### src/spt_pkg.sv
// Shared types and constants for the start-of-frame locked PLL tuner.
package spt_pkg;

    localparam int INITIAL_NUMERATOR = 128;
    localparam int FRAC_BITS         = 16;

    localparam int NUM_W   = 8 + FRAC_BITS;       // numerator in fixed point
    localparam int SUM_W   = 34;                  // numerator plus signed 32-bit step
    localparam int ERR_W   = 17;                  // target minus 16-bit cycle step
    localparam int DER_W   = ERR_W + 1;
    localparam int QDEPTH  = 4;
    localparam int QPTR_W  = $clog2(QDEPTH);
    localparam int QCNT_W  = $clog2(QDEPTH + 1);
    localparam int CFG_IDX_W = 4;

    localparam logic [NUM_W-1:0] NUM_INIT = NUM_W'(INITIAL_NUMERATOR) << FRAC_BITS;
    localparam logic [NUM_W-1:0] NUM_TOP  = NUM_W'(255) << FRAC_BITS;
    localparam logic [NUM_W-1:0] NUM_HALF = NUM_W'(1) << (FRAC_BITS - 1);

    // register indexes
    localparam logic [CFG_IDX_W-1:0] CFG_TARGET    = 4'd0;
    localparam logic [CFG_IDX_W-1:0] CFG_VALID_LO  = 4'd1;
    localparam logic [CFG_IDX_W-1:0] CFG_VALID_HI  = 4'd2;
    localparam logic [CFG_IDX_W-1:0] CFG_ONTIME_LO = 4'd3;
    localparam logic [CFG_IDX_W-1:0] CFG_ONTIME_HI = 4'd4;
    localparam logic [CFG_IDX_W-1:0] CFG_GAIN_P    = 4'd5;
    localparam logic [CFG_IDX_W-1:0] CFG_GAIN_I    = 4'd6;
    localparam logic [CFG_IDX_W-1:0] CFG_GAIN_D    = 4'd7;

    // class of a word; the codes equal the reported status
    typedef enum logic [1:0] {
        CLS_RESET  = 2'd0,
        CLS_HOLD   = 2'd1,
        CLS_UPDATE = 2'd2
    } t_cls;

    typedef struct packed {
        logic        [15:0] target;
        logic        [31:0] valid_lo;
        logic        [31:0] valid_hi;
        logic        [31:0] ontime_lo;
        logic        [31:0] ontime_hi;
        logic signed [15:0] gain_p;
        logic signed [15:0] gain_i;
        logic signed [15:0] gain_d;
    } t_cfg;

    localparam t_cfg CFG_RESET = '{
        target:    16'd3072,
        valid_lo:  32'd11875,
        valid_hi:  32'd13125,
        ontime_lo: 32'd12463,
        ontime_hi: 32'd12537,
        gain_p:    16'sd6553,
        gain_i:    16'sd6,
        gain_d:    16'sd0
    };

    typedef struct packed {
        t_cls                    cls;
        logic signed [ERR_W-1:0] err;
    } t_qent;

endpackage

### src/spt_front.sv
// Front end: takes stamps, forms step differences and classifies each word.
module spt_front (
    input  logic                i_clk,
    input  logic                i_rst_n,
    input  spt_pkg::t_cfg       i_cfg,
    input  logic                i_valid,
    output logic                o_ready,
    input  logic [31:0]         i_ref_time,
    input  logic [15:0]         i_clock_count,
    input  logic                i_q_full,
    output logic                o_push,
    output spt_pkg::t_qent      o_ent
);
    import spt_pkg::*;

    logic [31:0] r_prev_ref;
    logic [15:0] r_prev_cnt;
    logic [31:0] w_dt;
    logic [15:0] w_dc;
    logic        w_valid;
    logic        w_ontime;

    assign o_ready = !i_q_full;
    assign o_push  = i_valid && !i_q_full;

    assign w_dt     = i_ref_time - r_prev_ref;
    assign w_dc     = i_clock_count - r_prev_cnt;
    assign w_valid  = (w_dt >= i_cfg.valid_lo) && (w_dt <= i_cfg.valid_hi);
    assign w_ontime = (w_dt >= i_cfg.ontime_lo) && (w_dt <= i_cfg.ontime_hi);

    always_comb begin
        o_ent.err = $signed({1'b0, i_cfg.target}) - $signed({1'b0, w_dc});
        priority if (!w_valid) begin
            o_ent.cls = CLS_RESET;
        end else if (w_ontime) begin
            o_ent.cls = CLS_UPDATE;
        end else begin
            o_ent.cls = CLS_HOLD;
        end
    end

    always_ff @(posedge i_clk) begin
        if (!i_rst_n) begin
            r_prev_ref <= '0;
            r_prev_cnt <= '0;
        end else if (o_push) begin
            r_prev_ref <= i_ref_time;
            r_prev_cnt <= i_clock_count;
        end
    end

endmodule

### src/spt_queue.sv
// Short FIFO between the classifier and the PID pipeline.
module spt_queue (
    input  logic           i_clk,
    input  logic           i_rst_n,
    input  logic           i_push,
    input  spt_pkg::t_qent i_ent,
    input  logic           i_pop,
    output spt_pkg::t_qent o_ent,
    output logic           o_empty,
    output logic           o_full
);
    import spt_pkg::*;

    t_qent              r_mem [QDEPTH];
    logic [QPTR_W-1:0]  r_wp;
    logic [QPTR_W-1:0]  r_rp;
    logic [QCNT_W-1:0]  r_cnt;
    logic               w_pop;

    assign o_empty = (r_cnt == '0);
    assign o_full  = (r_cnt == QCNT_W'(QDEPTH));
    assign o_ent   = r_mem[r_rp];
    assign w_pop   = i_pop && !o_empty;

    always_ff @(posedge i_clk) begin
        if (i_push) begin
            r_mem[r_wp] <= i_ent;
        end
    end

    always_ff @(posedge i_clk) begin
        if (!i_rst_n) begin
            r_wp  <= '0;
            r_rp  <= '0;
            r_cnt <= '0;
        end else begin
            if (i_push) begin
                r_wp <= (r_wp == QPTR_W'(QDEPTH - 1)) ? '0 : r_wp + 1'b1;
            end
            if (w_pop) begin
                r_rp <= (r_rp == QPTR_W'(QDEPTH - 1)) ? '0 : r_rp + 1'b1;
            end
            r_cnt <= r_cnt + QCNT_W'(i_push) - QCNT_W'(w_pop);
        end
    end

endmodule

### src/spt_back.sv
// Back end: integrator, PID products, numerator update and output register.
module spt_back (
    input  logic           i_clk,
    input  logic           i_rst_n,
    input  spt_pkg::t_cfg  i_cfg,
    input  spt_pkg::t_qent i_ent,
    input  logic           i_empty,
    output logic           o_pop,
    output logic           o_valid,
    input  logic           i_ready,
    output logic [1:0]     o_status,
    output logic [7:0]     o_pll_numerator
);
    import spt_pkg::*;

    logic                    w_adv;
    // loop state
    logic [31:0]             r_err_sum;
    logic signed [ERR_W-1:0] r_prev_err;
    logic [NUM_W-1:0]        r_num;
    // stage 1: integrator
    logic                    r_s1_v;
    t_cls                    r_s1_cls;
    logic signed [ERR_W-1:0] r_s1_err;
    logic signed [31:0]      r_s1_sum;
    logic signed [DER_W-1:0] r_s1_der;
    // stage 2: products
    logic                    r_s2_v;
    t_cls                    r_s2_cls;
    logic [31:0]             r_s2_pp;
    logic [31:0]             r_s2_ip;
    logic [31:0]             r_s2_dp;
    // stage 3: controller output
    logic                    r_s3_v;
    t_cls                    r_s3_cls;
    logic [31:0]             r_s3_out;
    // output register
    logic                    r_out_v;
    logic [1:0]              r_out_status;
    logic [7:0]              r_out_num;

    logic [31:0]             w_err32;
    logic [31:0]             n_err_sum;
    logic signed [32:0]      w_pp;
    logic signed [47:0]      w_ip;
    logic signed [33:0]      w_dp;
    logic signed [SUM_W-1:0] w_sum;
    logic [NUM_W-1:0]        w_clamp;
    logic [NUM_W-1:0]        n_num;
    logic [NUM_W-1:0]        w_rnd;

    // whole pipeline moves unless the output word is stalled
    assign w_adv = !r_out_v || i_ready;
    assign o_pop = w_adv && !i_empty;

    assign w_err32   = 32'(i_ent.err);
    assign n_err_sum = r_err_sum + w_err32;

    assign w_pp = 33'(i_cfg.gain_p) * 33'(r_s1_err);
    assign w_ip = 48'(i_cfg.gain_i) * 48'(r_s1_sum);
    assign w_dp = 34'(i_cfg.gain_d) * 34'(r_s1_der);

    assign w_sum = $signed({{(SUM_W-NUM_W){1'b0}}, r_num}) + SUM_W'($signed(r_s3_out));

    always_comb begin
        priority if (w_sum < 0) begin
            w_clamp = '0;
        end else if (w_sum > $signed({{(SUM_W-NUM_W){1'b0}}, NUM_TOP})) begin
            w_clamp = NUM_TOP;
        end else begin
            w_clamp = w_sum[NUM_W-1:0];
        end
        n_num = (r_s3_v && r_s3_cls == CLS_UPDATE) ? w_clamp : r_num;
        w_rnd = n_num + NUM_HALF;
    end

    always_ff @(posedge i_clk) begin
        if (!i_rst_n) begin
            r_err_sum  <= '0;
            r_prev_err <= '0;
            r_num      <= NUM_INIT;
            r_s1_v     <= 1'b0;
            r_s2_v     <= 1'b0;
            r_s3_v     <= 1'b0;
            r_out_v    <= 1'b0;
        end else if (w_adv) begin
            r_s1_v  <= !i_empty;
            r_s2_v  <= r_s1_v;
            r_s3_v  <= r_s2_v;
            r_out_v <= r_s3_v;
            r_num   <= n_num;
            if (!i_empty) begin
                unique case (i_ent.cls)
                    CLS_RESET: begin
                        r_err_sum  <= '0;
                        r_prev_err <= '0;
                    end
                    CLS_HOLD: begin
                        r_err_sum <= n_err_sum;
                    end
                    CLS_UPDATE: begin
                        r_err_sum  <= n_err_sum;
                        r_prev_err <= i_ent.err;
                    end
                    default: begin
                        r_err_sum <= r_err_sum;
                    end
                endcase
            end
        end
    end

    // payload, no reset
    always_ff @(posedge i_clk) begin
        if (w_adv) begin
            r_s1_cls     <= i_ent.cls;
            r_s1_err     <= i_ent.err;
            r_s1_sum     <= $signed(n_err_sum);
            r_s1_der     <= DER_W'(i_ent.err) - DER_W'(r_prev_err);
            r_s2_cls     <= r_s1_cls;
            r_s2_pp      <= w_pp[31:0];
            r_s2_ip      <= w_ip[31:0];
            r_s2_dp      <= w_dp[31:0];
            r_s3_cls     <= r_s2_cls;
            r_s3_out     <= r_s2_pp + r_s2_ip + r_s2_dp;
            r_out_status <= r_s3_cls;
            r_out_num    <= w_rnd[NUM_W-1:FRAC_BITS];
        end
    end

    assign o_valid         = r_out_v;
    assign o_status        = r_out_status;
    assign o_pll_numerator = r_out_num;

endmodule

### src/sof_locked_pll_pid_tuner_top.sv
// Top level of the start-of-frame locked PLL tuner: config registers and wiring.
//
//   channel   handshake            word
//   -------   ------------------   -----------------------------------
//   in        i_valid / o_ready    i_ref_time, i_clock_count
//   out       o_valid / i_ready    o_status, o_pll_numerator
//   config    i_cfg_we             i_cfg_idx, i_cfg_data
//
// One word per cycle sustained while the output is not stalled. From accept to
// o_valid with an empty queue a word passes the queue, then the integrator, product
// and sum stages into the numerator/output register. The clamp loop closes there.
// Synchronous active-low reset clears the queue, pipeline and loop state.
// An output stall freezes the pipeline; the 4-word queue keeps o_ready high
// until it fills.
module sof_locked_pll_pid_tuner_top (
    input  logic                          i_clk,
    input  logic                          i_rst_n,
    input  logic                          i_cfg_we,
    input  logic [spt_pkg::CFG_IDX_W-1:0] i_cfg_idx,
    input  logic [31:0]                   i_cfg_data,
    input  logic                          i_valid,
    output logic                          o_ready,
    input  logic [31:0]                   i_ref_time,
    input  logic [15:0]                   i_clock_count,
    output logic                          o_valid,
    input  logic                          i_ready,
    output logic [1:0]                    o_status,
    output logic [7:0]                    o_pll_numerator
);
    import spt_pkg::*;

    t_cfg  r_cfg;
    t_qent w_push_ent;
    t_qent w_head_ent;
    logic  w_push;
    logic  w_pop;
    logic  w_empty;
    logic  w_full;

    always_ff @(posedge i_clk) begin
        if (!i_rst_n) begin
            r_cfg <= CFG_RESET;
        end else if (i_cfg_we) begin
            unique case (i_cfg_idx)
                CFG_TARGET:    r_cfg.target    <= i_cfg_data[15:0];
                CFG_VALID_LO:  r_cfg.valid_lo  <= i_cfg_data;
                CFG_VALID_HI:  r_cfg.valid_hi  <= i_cfg_data;
                CFG_ONTIME_LO: r_cfg.ontime_lo <= i_cfg_data;
                CFG_ONTIME_HI: r_cfg.ontime_hi <= i_cfg_data;
                CFG_GAIN_P:    r_cfg.gain_p    <= $signed(i_cfg_data[15:0]);
                CFG_GAIN_I:    r_cfg.gain_i    <= $signed(i_cfg_data[15:0]);
                CFG_GAIN_D:    r_cfg.gain_d    <= $signed(i_cfg_data[15:0]);
                default:       r_cfg           <= r_cfg;
            endcase
        end
    end

    spt_front u_front (
        .i_clk         (i_clk),
        .i_rst_n       (i_rst_n),
        .i_cfg         (r_cfg),
        .i_valid       (i_valid),
        .o_ready       (o_ready),
        .i_ref_time    (i_ref_time),
        .i_clock_count (i_clock_count),
        .i_q_full      (w_full),
        .o_push        (w_push),
        .o_ent         (w_push_ent)
    );

    spt_queue u_queue (
        .i_clk   (i_clk),
        .i_rst_n (i_rst_n),
        .i_push  (w_push),
        .i_ent   (w_push_ent),
        .i_pop   (w_pop),
        .o_ent   (w_head_ent),
        .o_empty (w_empty),
        .o_full  (w_full)
    );

    spt_back u_back (
        .i_clk           (i_clk),
        .i_rst_n         (i_rst_n),
        .i_cfg           (r_cfg),
        .i_ent           (w_head_ent),
        .i_empty         (w_empty),
        .o_pop           (w_pop),
        .o_valid         (o_valid),
        .i_ready         (i_ready),
        .o_status        (o_status),
        .o_pll_numerator (o_pll_numerator)
    );

endmodule

### config.mk
export PLATFORM = sky130hd
export DESIGN_NAME = sof_locked_pll_pid_tuner_top
export DESIGN_NICKNAME = d
export VERILOG_FILES = /design/src/spt_pkg.sv /design/src/spt_front.sv /design/src/spt_queue.sv /design/src/spt_back.sv /design/src/sof_locked_pll_pid_tuner_top.sv
export SDC_FILE = /design/constraint.sdc
export NUM_CORES = 2
export LEC_CHECK = 0
export ABC_AREA = 1
export BUFFER_PORTS_ARGS = -buffer_cell sky130_fd_sc_hd__clkbuf_2
export CAP_MARGIN = 10
export CORE_ASPECT_RATIO = 1.4
export CORE_UTILIZATION = 37
export CTS_BUF_LIST = sky130_fd_sc_hd__clkbuf_2 sky130_fd_sc_hd__clkbuf_4 sky130_fd_sc_hd__clkbuf_8
export CTS_CLUSTER_DIAMETER = 80
export DETAILED_ROUTE_END_ITERATION = 10
export MAX_ROUTING_LAYER = met4
export PLACE_DENSITY_LB_ADDON = 0.3
export SYNTH_ARGS = -nofsm -noshare
export SYNTH_HDL_FRONTEND = slang
export SYNTH_SLANG_ARGS = --single-unit
### constraint.sdc
create_clock -name i_clk -period 9.8 [get_ports i_clk]
set_clock_uncertainty 0.05 [all_clocks]
set_input_delay 2.94 -clock i_clk [delete_from_list [all_inputs] [get_ports i_clk]]
set_output_delay 2.94 -clock i_clk [all_outputs]
set_load 0.01 [all_outputs]
; ---- Word level (Yosys, flattened, before mapping)
; Memory sizes are Yosys's and may differ from the RTL's. A register that Yosys moved wholly into a read port is not among the register bits.
; Index checks and enable logic that the tools add are counted.
; W data, S select, Z words.
[word_totals]
mem_count = 1
ram_bits = 76
wordCells = 108
inputBits = 89
output_inout_bits = 12
register_bits = 535
[memory_table]
columns = name, depth, width, rd, rd_clocked_by_memory_dff, wr, line_no
row1 = u_queue.r_mem, 4, 19, 1, 1, 1, spt_queue.sv:14  ; t_qent r_mem [QDEPTH];
[classes]
n_mul = 3
n_eq_ne = 13
mux = 13
add_sub_neg = 13
n_lt_le_gt_ge = 6
reduce_logical = 26
bitwise = 1
[ops]
columns = operator, count
row1 = $add A32 B32 Y32, 3
row2 = $mux W24, 3
row3 = $ge A32 B32 Y1, 2
row4 = $le A32 B32 Y1, 2
row5 = $pmux W32 S2, 1
row6 = $gt A34 B25 Y1 const B, 1
row7 = $lt A34 B1 Y1 const B, 1
row8 = $pmux W17 S2, 1
row9 = $add A25 B32 Y33, 1
row10 = $mul A16 B17 Y32, 1
row11 = $mul A16 B18 Y32, 1
row12 = $mul A16 B32 Y32, 1
row13 = $sub A32 B32 Y32, 1
row14 = $add A24 B16 Y24 const B, 1
row15 = $sub A17 B17 Y18, 1
row16 = $sub A16 B16 Y17, 1
row17 = $eq A4 B3 Y1 const B, 4
row18 = $reduce_and A2 Y1, 8
row19 = $sub A16 B16 Y16, 1
row20 = $mux W2, 6
row21 = $eq A2 B2 Y1 const B, 4
row22 = $eq A4 B2 Y1 const B, 2
row23 = $logic_and A1 B1 Y1, 6
row24 = $reduce_and A3 Y1, 2
row25 = other kinds (15), 20

; ---- Logic depth before layout (Yosys ltp)
[depth]
ltp_word = 6
mapped_depth = 30
mapped_depth_nobuf = 28

; ---- Hierarchy
; A second synthesis with hierarchy kept.
[hier_totals]
hier_cells = 8637
hier_area_um2 = 68358.1
[modules_own_cells]
columns = mod, cells_per_inst, area_each_um2, instances
row1 = spt_back, 5966, 49180.9, 1
row2 = spt_front, 1339, 8408.1, 1
row3 = sof_locked_pll_pid_tuner_top, 1082, 7413.4, 1
row4 = spt_queue, 250, 3355.7, 1

; ---- Least setup slack after synthesis
; OpenSTA, ideal clock, no wires.
[synth_timing]
path_kind = in2reg
from = in i_ready
to = reg u_back.r_num[16]
t_arrival_ps = 9290
slack_ps = 64
required_ps = 9354
path_stages = 4
path_buffers = 1
setup_time_ps = 396
path_cell_list = nor2_1 inv_1 clkbuf_1 a21oi_1
[synth_via]
elab_chain_cells = 1
[synth_lines]
columns = item, line_no
row1 = start: declaration, sof_locked_pll_pid_tuner_top.sv:26  ; input logic i_ready,
row2 = $logic_or A1 B1 Y1, spt_back.sv:53  ; assign w_adv = !r_out_v || i_ready;
row3 = net u_back.w_adv, spt_back.sv:16  ; logic w_adv;
row4 = end signal: assignment, spt_back.sv:91  ; r_num <= n_num;
row5 = end: declaration, spt_back.sv:20  ; logic [NUM_W-1:0] r_num;
; The timed path passes the listed nets, and every way through them passes these cells.
; A chain may end at the register's enable or synchronous reset.

==> flow_summary.rst <==
.. list-table::
   :header-rows: 1

   * - Metric
     - Value
   * - Gate count of the mapped netlist
     - 8117
   * - Total clock sinks
     - 613
   * - Antenna violations before repair
     - 20
   * - Number of global-route vias before repair
     - 54004
   * - Area delta synth->final
     - 8.056%
   * - R2R Path Start
     - r_cfg[26]$_SDFFE_PN0P_
   * - Site Rows
     - 183
   * - Buffer cell driving the clock tree root
     - clkbuf_8
   * - Overall die area
     - between 150000 and 200000 sq um
   * - Relative slew margins
     - 0.2248
   * - Category of the most critical setup path
     - in2reg
   * - Top cell type's share of synthesized area
     - 0.2675
   * - RSZ-0062 raised after global routing
     - no
   * - Top area cells in the synthesized netlist
     - fa_1 27%, edfxtp_1 13%, inv_1 11%, ha_1 11%, dfxtp_1 9.8%
   * - Fraction of final layout cells sized beyond drive strength 1
     - 0.05647
   * - First-pass GRT wire length
     - ~300000 um
   * - Global-route total usage across every layer
     - 0.2202
   * - Count of endpoints failing hold in the final timing report
     - 0
   * - H-Tree Level Count
     - 3
   * - Router iterations before antenna repair
     - 6
   * - Drt via density
     - 4.913
   * - Setup violators final
     - 0
   * - Detail Placement HPWL
     - 151700 um
   * - Max Root-Sink Buffers
     - 3
   * - Post-route clock period utilization
     - 0.7282
   * - Average footprint of a synthesized cell
     - 8.197 sq um
   * - GR Overflow Total
     - 0
   * - Clock latency reported for the late side of the worst-skew pair
     - 0.85 ns
   * - Hold-fix buffer count after cts
     - 0
   * - Count of antenna-violating nets left after detailed routing
     - 0
   * - Number of resized instances in the post-cts repair step
     - 0
   * - CP Data Arrival Time
     - 7.74 ns
   * - # IOs
     - 101
   * - Footprint of the flip-flops and latches
     - ~15000 sq um
   * - Max FFs per register
     - 192
   * - Share of flip-flops with an asynchronous set or reset after synthesis
     - 0
   * - Post-synthesis instance area
     - 66540 sq um
   * - Post-CTS Setup Bufs
     - 0
   * - Slack of the worst reg-to-reg path
     - 2.78 ns
   * - Std-Cell Core Area
     - between 150000 and 200000 sq um
   * - Total length of routed wires
     - 193300 um
   * - Largest registers
     - r_cfg x192, u_queue.r_mem x76
   * - Number of CTS-inserted buffers
     - 107
   * - CTS tree
     - yes
   * - Most frequent cells in the layout
     - 1930 x inv_1, 1715 x nand2_1, 889 x fa_1
   * - Most common cell after layout, fill and taps aside
     - inv_1
   * - Total vias in the final route
     - 51697
   * - Worst-Margin Slew
     - 1.162 ns
   * - Worst Hold Slack
     - ~0.37 ns
   * - Gpl congestion
     - 0.9383
   * - Reg2reg end
     - u_back.r_s2_ip[30]$_DFFE_PP_
   * - Net Count, Synth
     - ~9700
   * - Number of buffer cells added on primary ports
     - 100
   * - Post-place instance area
     - 69480 sq um
   * - Crit path launch type
     - primary input
   * - Number of nets in the final layout
     - 9644
   * - CP endpoint kind
     - flip-flop
   * - Status
     - complete, no violations
   * - Count of cell types in the netlist
     - 56
   * - Synth Register Bits
     - 613
   * - Worst r2r path cells
     - 21
   * - Syn. warnings
     - 0
   * - Non-Filler Cell Area, Final
     - 71900 sq um
   * - Number of pins exceeding their max-slew limit in the final report
     - 0
   * - DRT iter0 DRCs
     - 2613
   * - Number of maximum-capacitance constraint violations
     - 0
   * - EDFF count, synth
     - ~290
   * - Most common flop cell mapped by yosys
     - dfxtp_1
   * - Biggest area consumer among synthesized cells
     - fa_1
   * - Clock transition at path regs
     - 0.06 ns
   * - Fmax achieved
     - 0.1401 GHz
   * - Horiz. Die Dim
     - roughly 360 um
   * - Min Clock Period, post-route
     - a little over 7 ns
   * - Starting utilization of the core area
     - 0.3735
   * - Register ranked first by flip-flop count
     - r_cfg
   * - CP Data Required Time
     - 10.41 ns
   * - Total Negative Setup Slacks
     - 0 ns
   * - Number of fill cells in the layout
     - 18127
   * - DRC Markers
     - 0
   * - End point of the critical path
     - u_queue.r_mem[1][17]$_DFFE_PP_
   * - Seq/Total Area, Yosys
     - 0.2276
   * - Maximum number of pins on one net before global-route repair
     - 100
   * - Height of the die
     - 503.8 um
   * - Crit Path Max Fanout
     - 4
   * - Area occupied by multi-input gates
     - 42890 sq um
   * - Source of the critical timing path
     - i_ref_time[2]
   * - Worst min path class
     - reg2reg
   * - Wire length per cell after detailed routing
     - 18.37 um
## synthesized netlist by cell type (25+ instances only)
cell type	instances
inv_1	1931
nand2_1	1716
fa_1	889
ha_1	559
a21oi_1	523
nor2_1	403
o21ai_0	354
dfxtp_1	326
clkbuf_1	299
edfxtp_1	287
xor2_1	183
nand3_1	142
xnor2_1	99
nand4_1	47
nor3_1	38
a31oi_1	29
o211ai_1	25
## final cells by class
cell class	instances	share of cell area
diodes	12	0.0004177
clock buffers	149	0.02574
clock inverters	52	0.007413
inverters	1951	0.1020
multi-input cells	5239	0.5966
flip-flops and latches	613	0.2107
well taps	2312	0.04023
repair buffers	195	0.01697
## worst min path at each step
stage	startpoint	slack, ns	cells past startpoint	end
2_1_floorplan	u_back.r_s1_cls[0]$_DFFE_PP_	0.35	0	u_back.r_s2_cls[0]$_DFFE_PP_
3_3_place_gp	u_back.r_s1_cls[1]$_DFFE_PP_	0.35	0	u_back.r_s2_cls[1]$_DFFE_PP_
3_5_place_dp	u_back.r_s1_cls[1]$_DFFE_PP_	0.36	0	u_back.r_s2_cls[1]$_DFFE_PP_
4_1_cts	u_back.r_s1_cls[1]$_DFFE_PP_	0.37	0	u_back.r_s2_cls[1]$_DFFE_PP_
5_1_grt	u_back.r_s1_cls[1]$_DFFE_PP_	0.38	0	u_back.r_s2_cls[1]$_DFFE_PP_
6_report	u_back.r_s1_cls[1]$_DFFE_PP_	0.37	0	u_back.r_s2_cls[1]$_DFFE_PP_
## cells by family after synthesis
family,Yosys count,synth area share
AND/OR/NAND/NOR,2449,0.1485
buffers and inverters,2265,0.1279
adder cells (fa/ha/maj),1448,0.3726
AO/OA/AOI/OAI,1060,0.08627
flip-flops,613,0.2276
XOR/XNOR,282,0.03712
## critical path, stage by stage
cell and delay, ns:
clkbuf_2 0.09, ha_1 0.34, a21oi_1 0.15, nand2_1 0.09, a21boi_0 0.35, o21ai_1 0.20, a21oi_1 0.32, o21ai_0 0.19
a21boi_1 0.30, o21ai_0 0.18, nand2_1 0.09, nand2_1 0.07, xor2_1 0.46, ha_1 0.35, nand2_1 0.08, nor2_1 0.05
a211oi_1 0.24, o221ai_1 0.17, a221oi_1 0.48, nand3_1 0.13, nand2_1 0.21, inv_1 0.06, nor2_1 0.20
## stage by stage
step / util / worst slack [ns] / std cells
finish: 0.4036 / 2.664 / 10523
global route: 0.4036 / 2.211 / 10520
CTS: 0.4034 / 2.618 / 10511
detailed placement: 0.3901 / 1.728 / 10310
global placement: 0.3901 / 1.770 / 10310
floorplan: - / 0.06444 / 8117
## routing by layer
layer / vias up / part of all wire / GRT usage / wire length, um
li1: 24690 / - / - / -
met1: 25226 / 0.37 / 0.2341 / 72230
met2: 1327 / 0.51 / 0.3913 / 99360
met3: 454 / 0.045 / 0.02362 / 8606
met4: 0 / 0.068 / 0.1341 / 13090
met5: - / 0 / - / 0
Power is left out: the tool's default activity adds up to more than one toggle a clock period on the data nets, which glitch-free logic cannot reach.
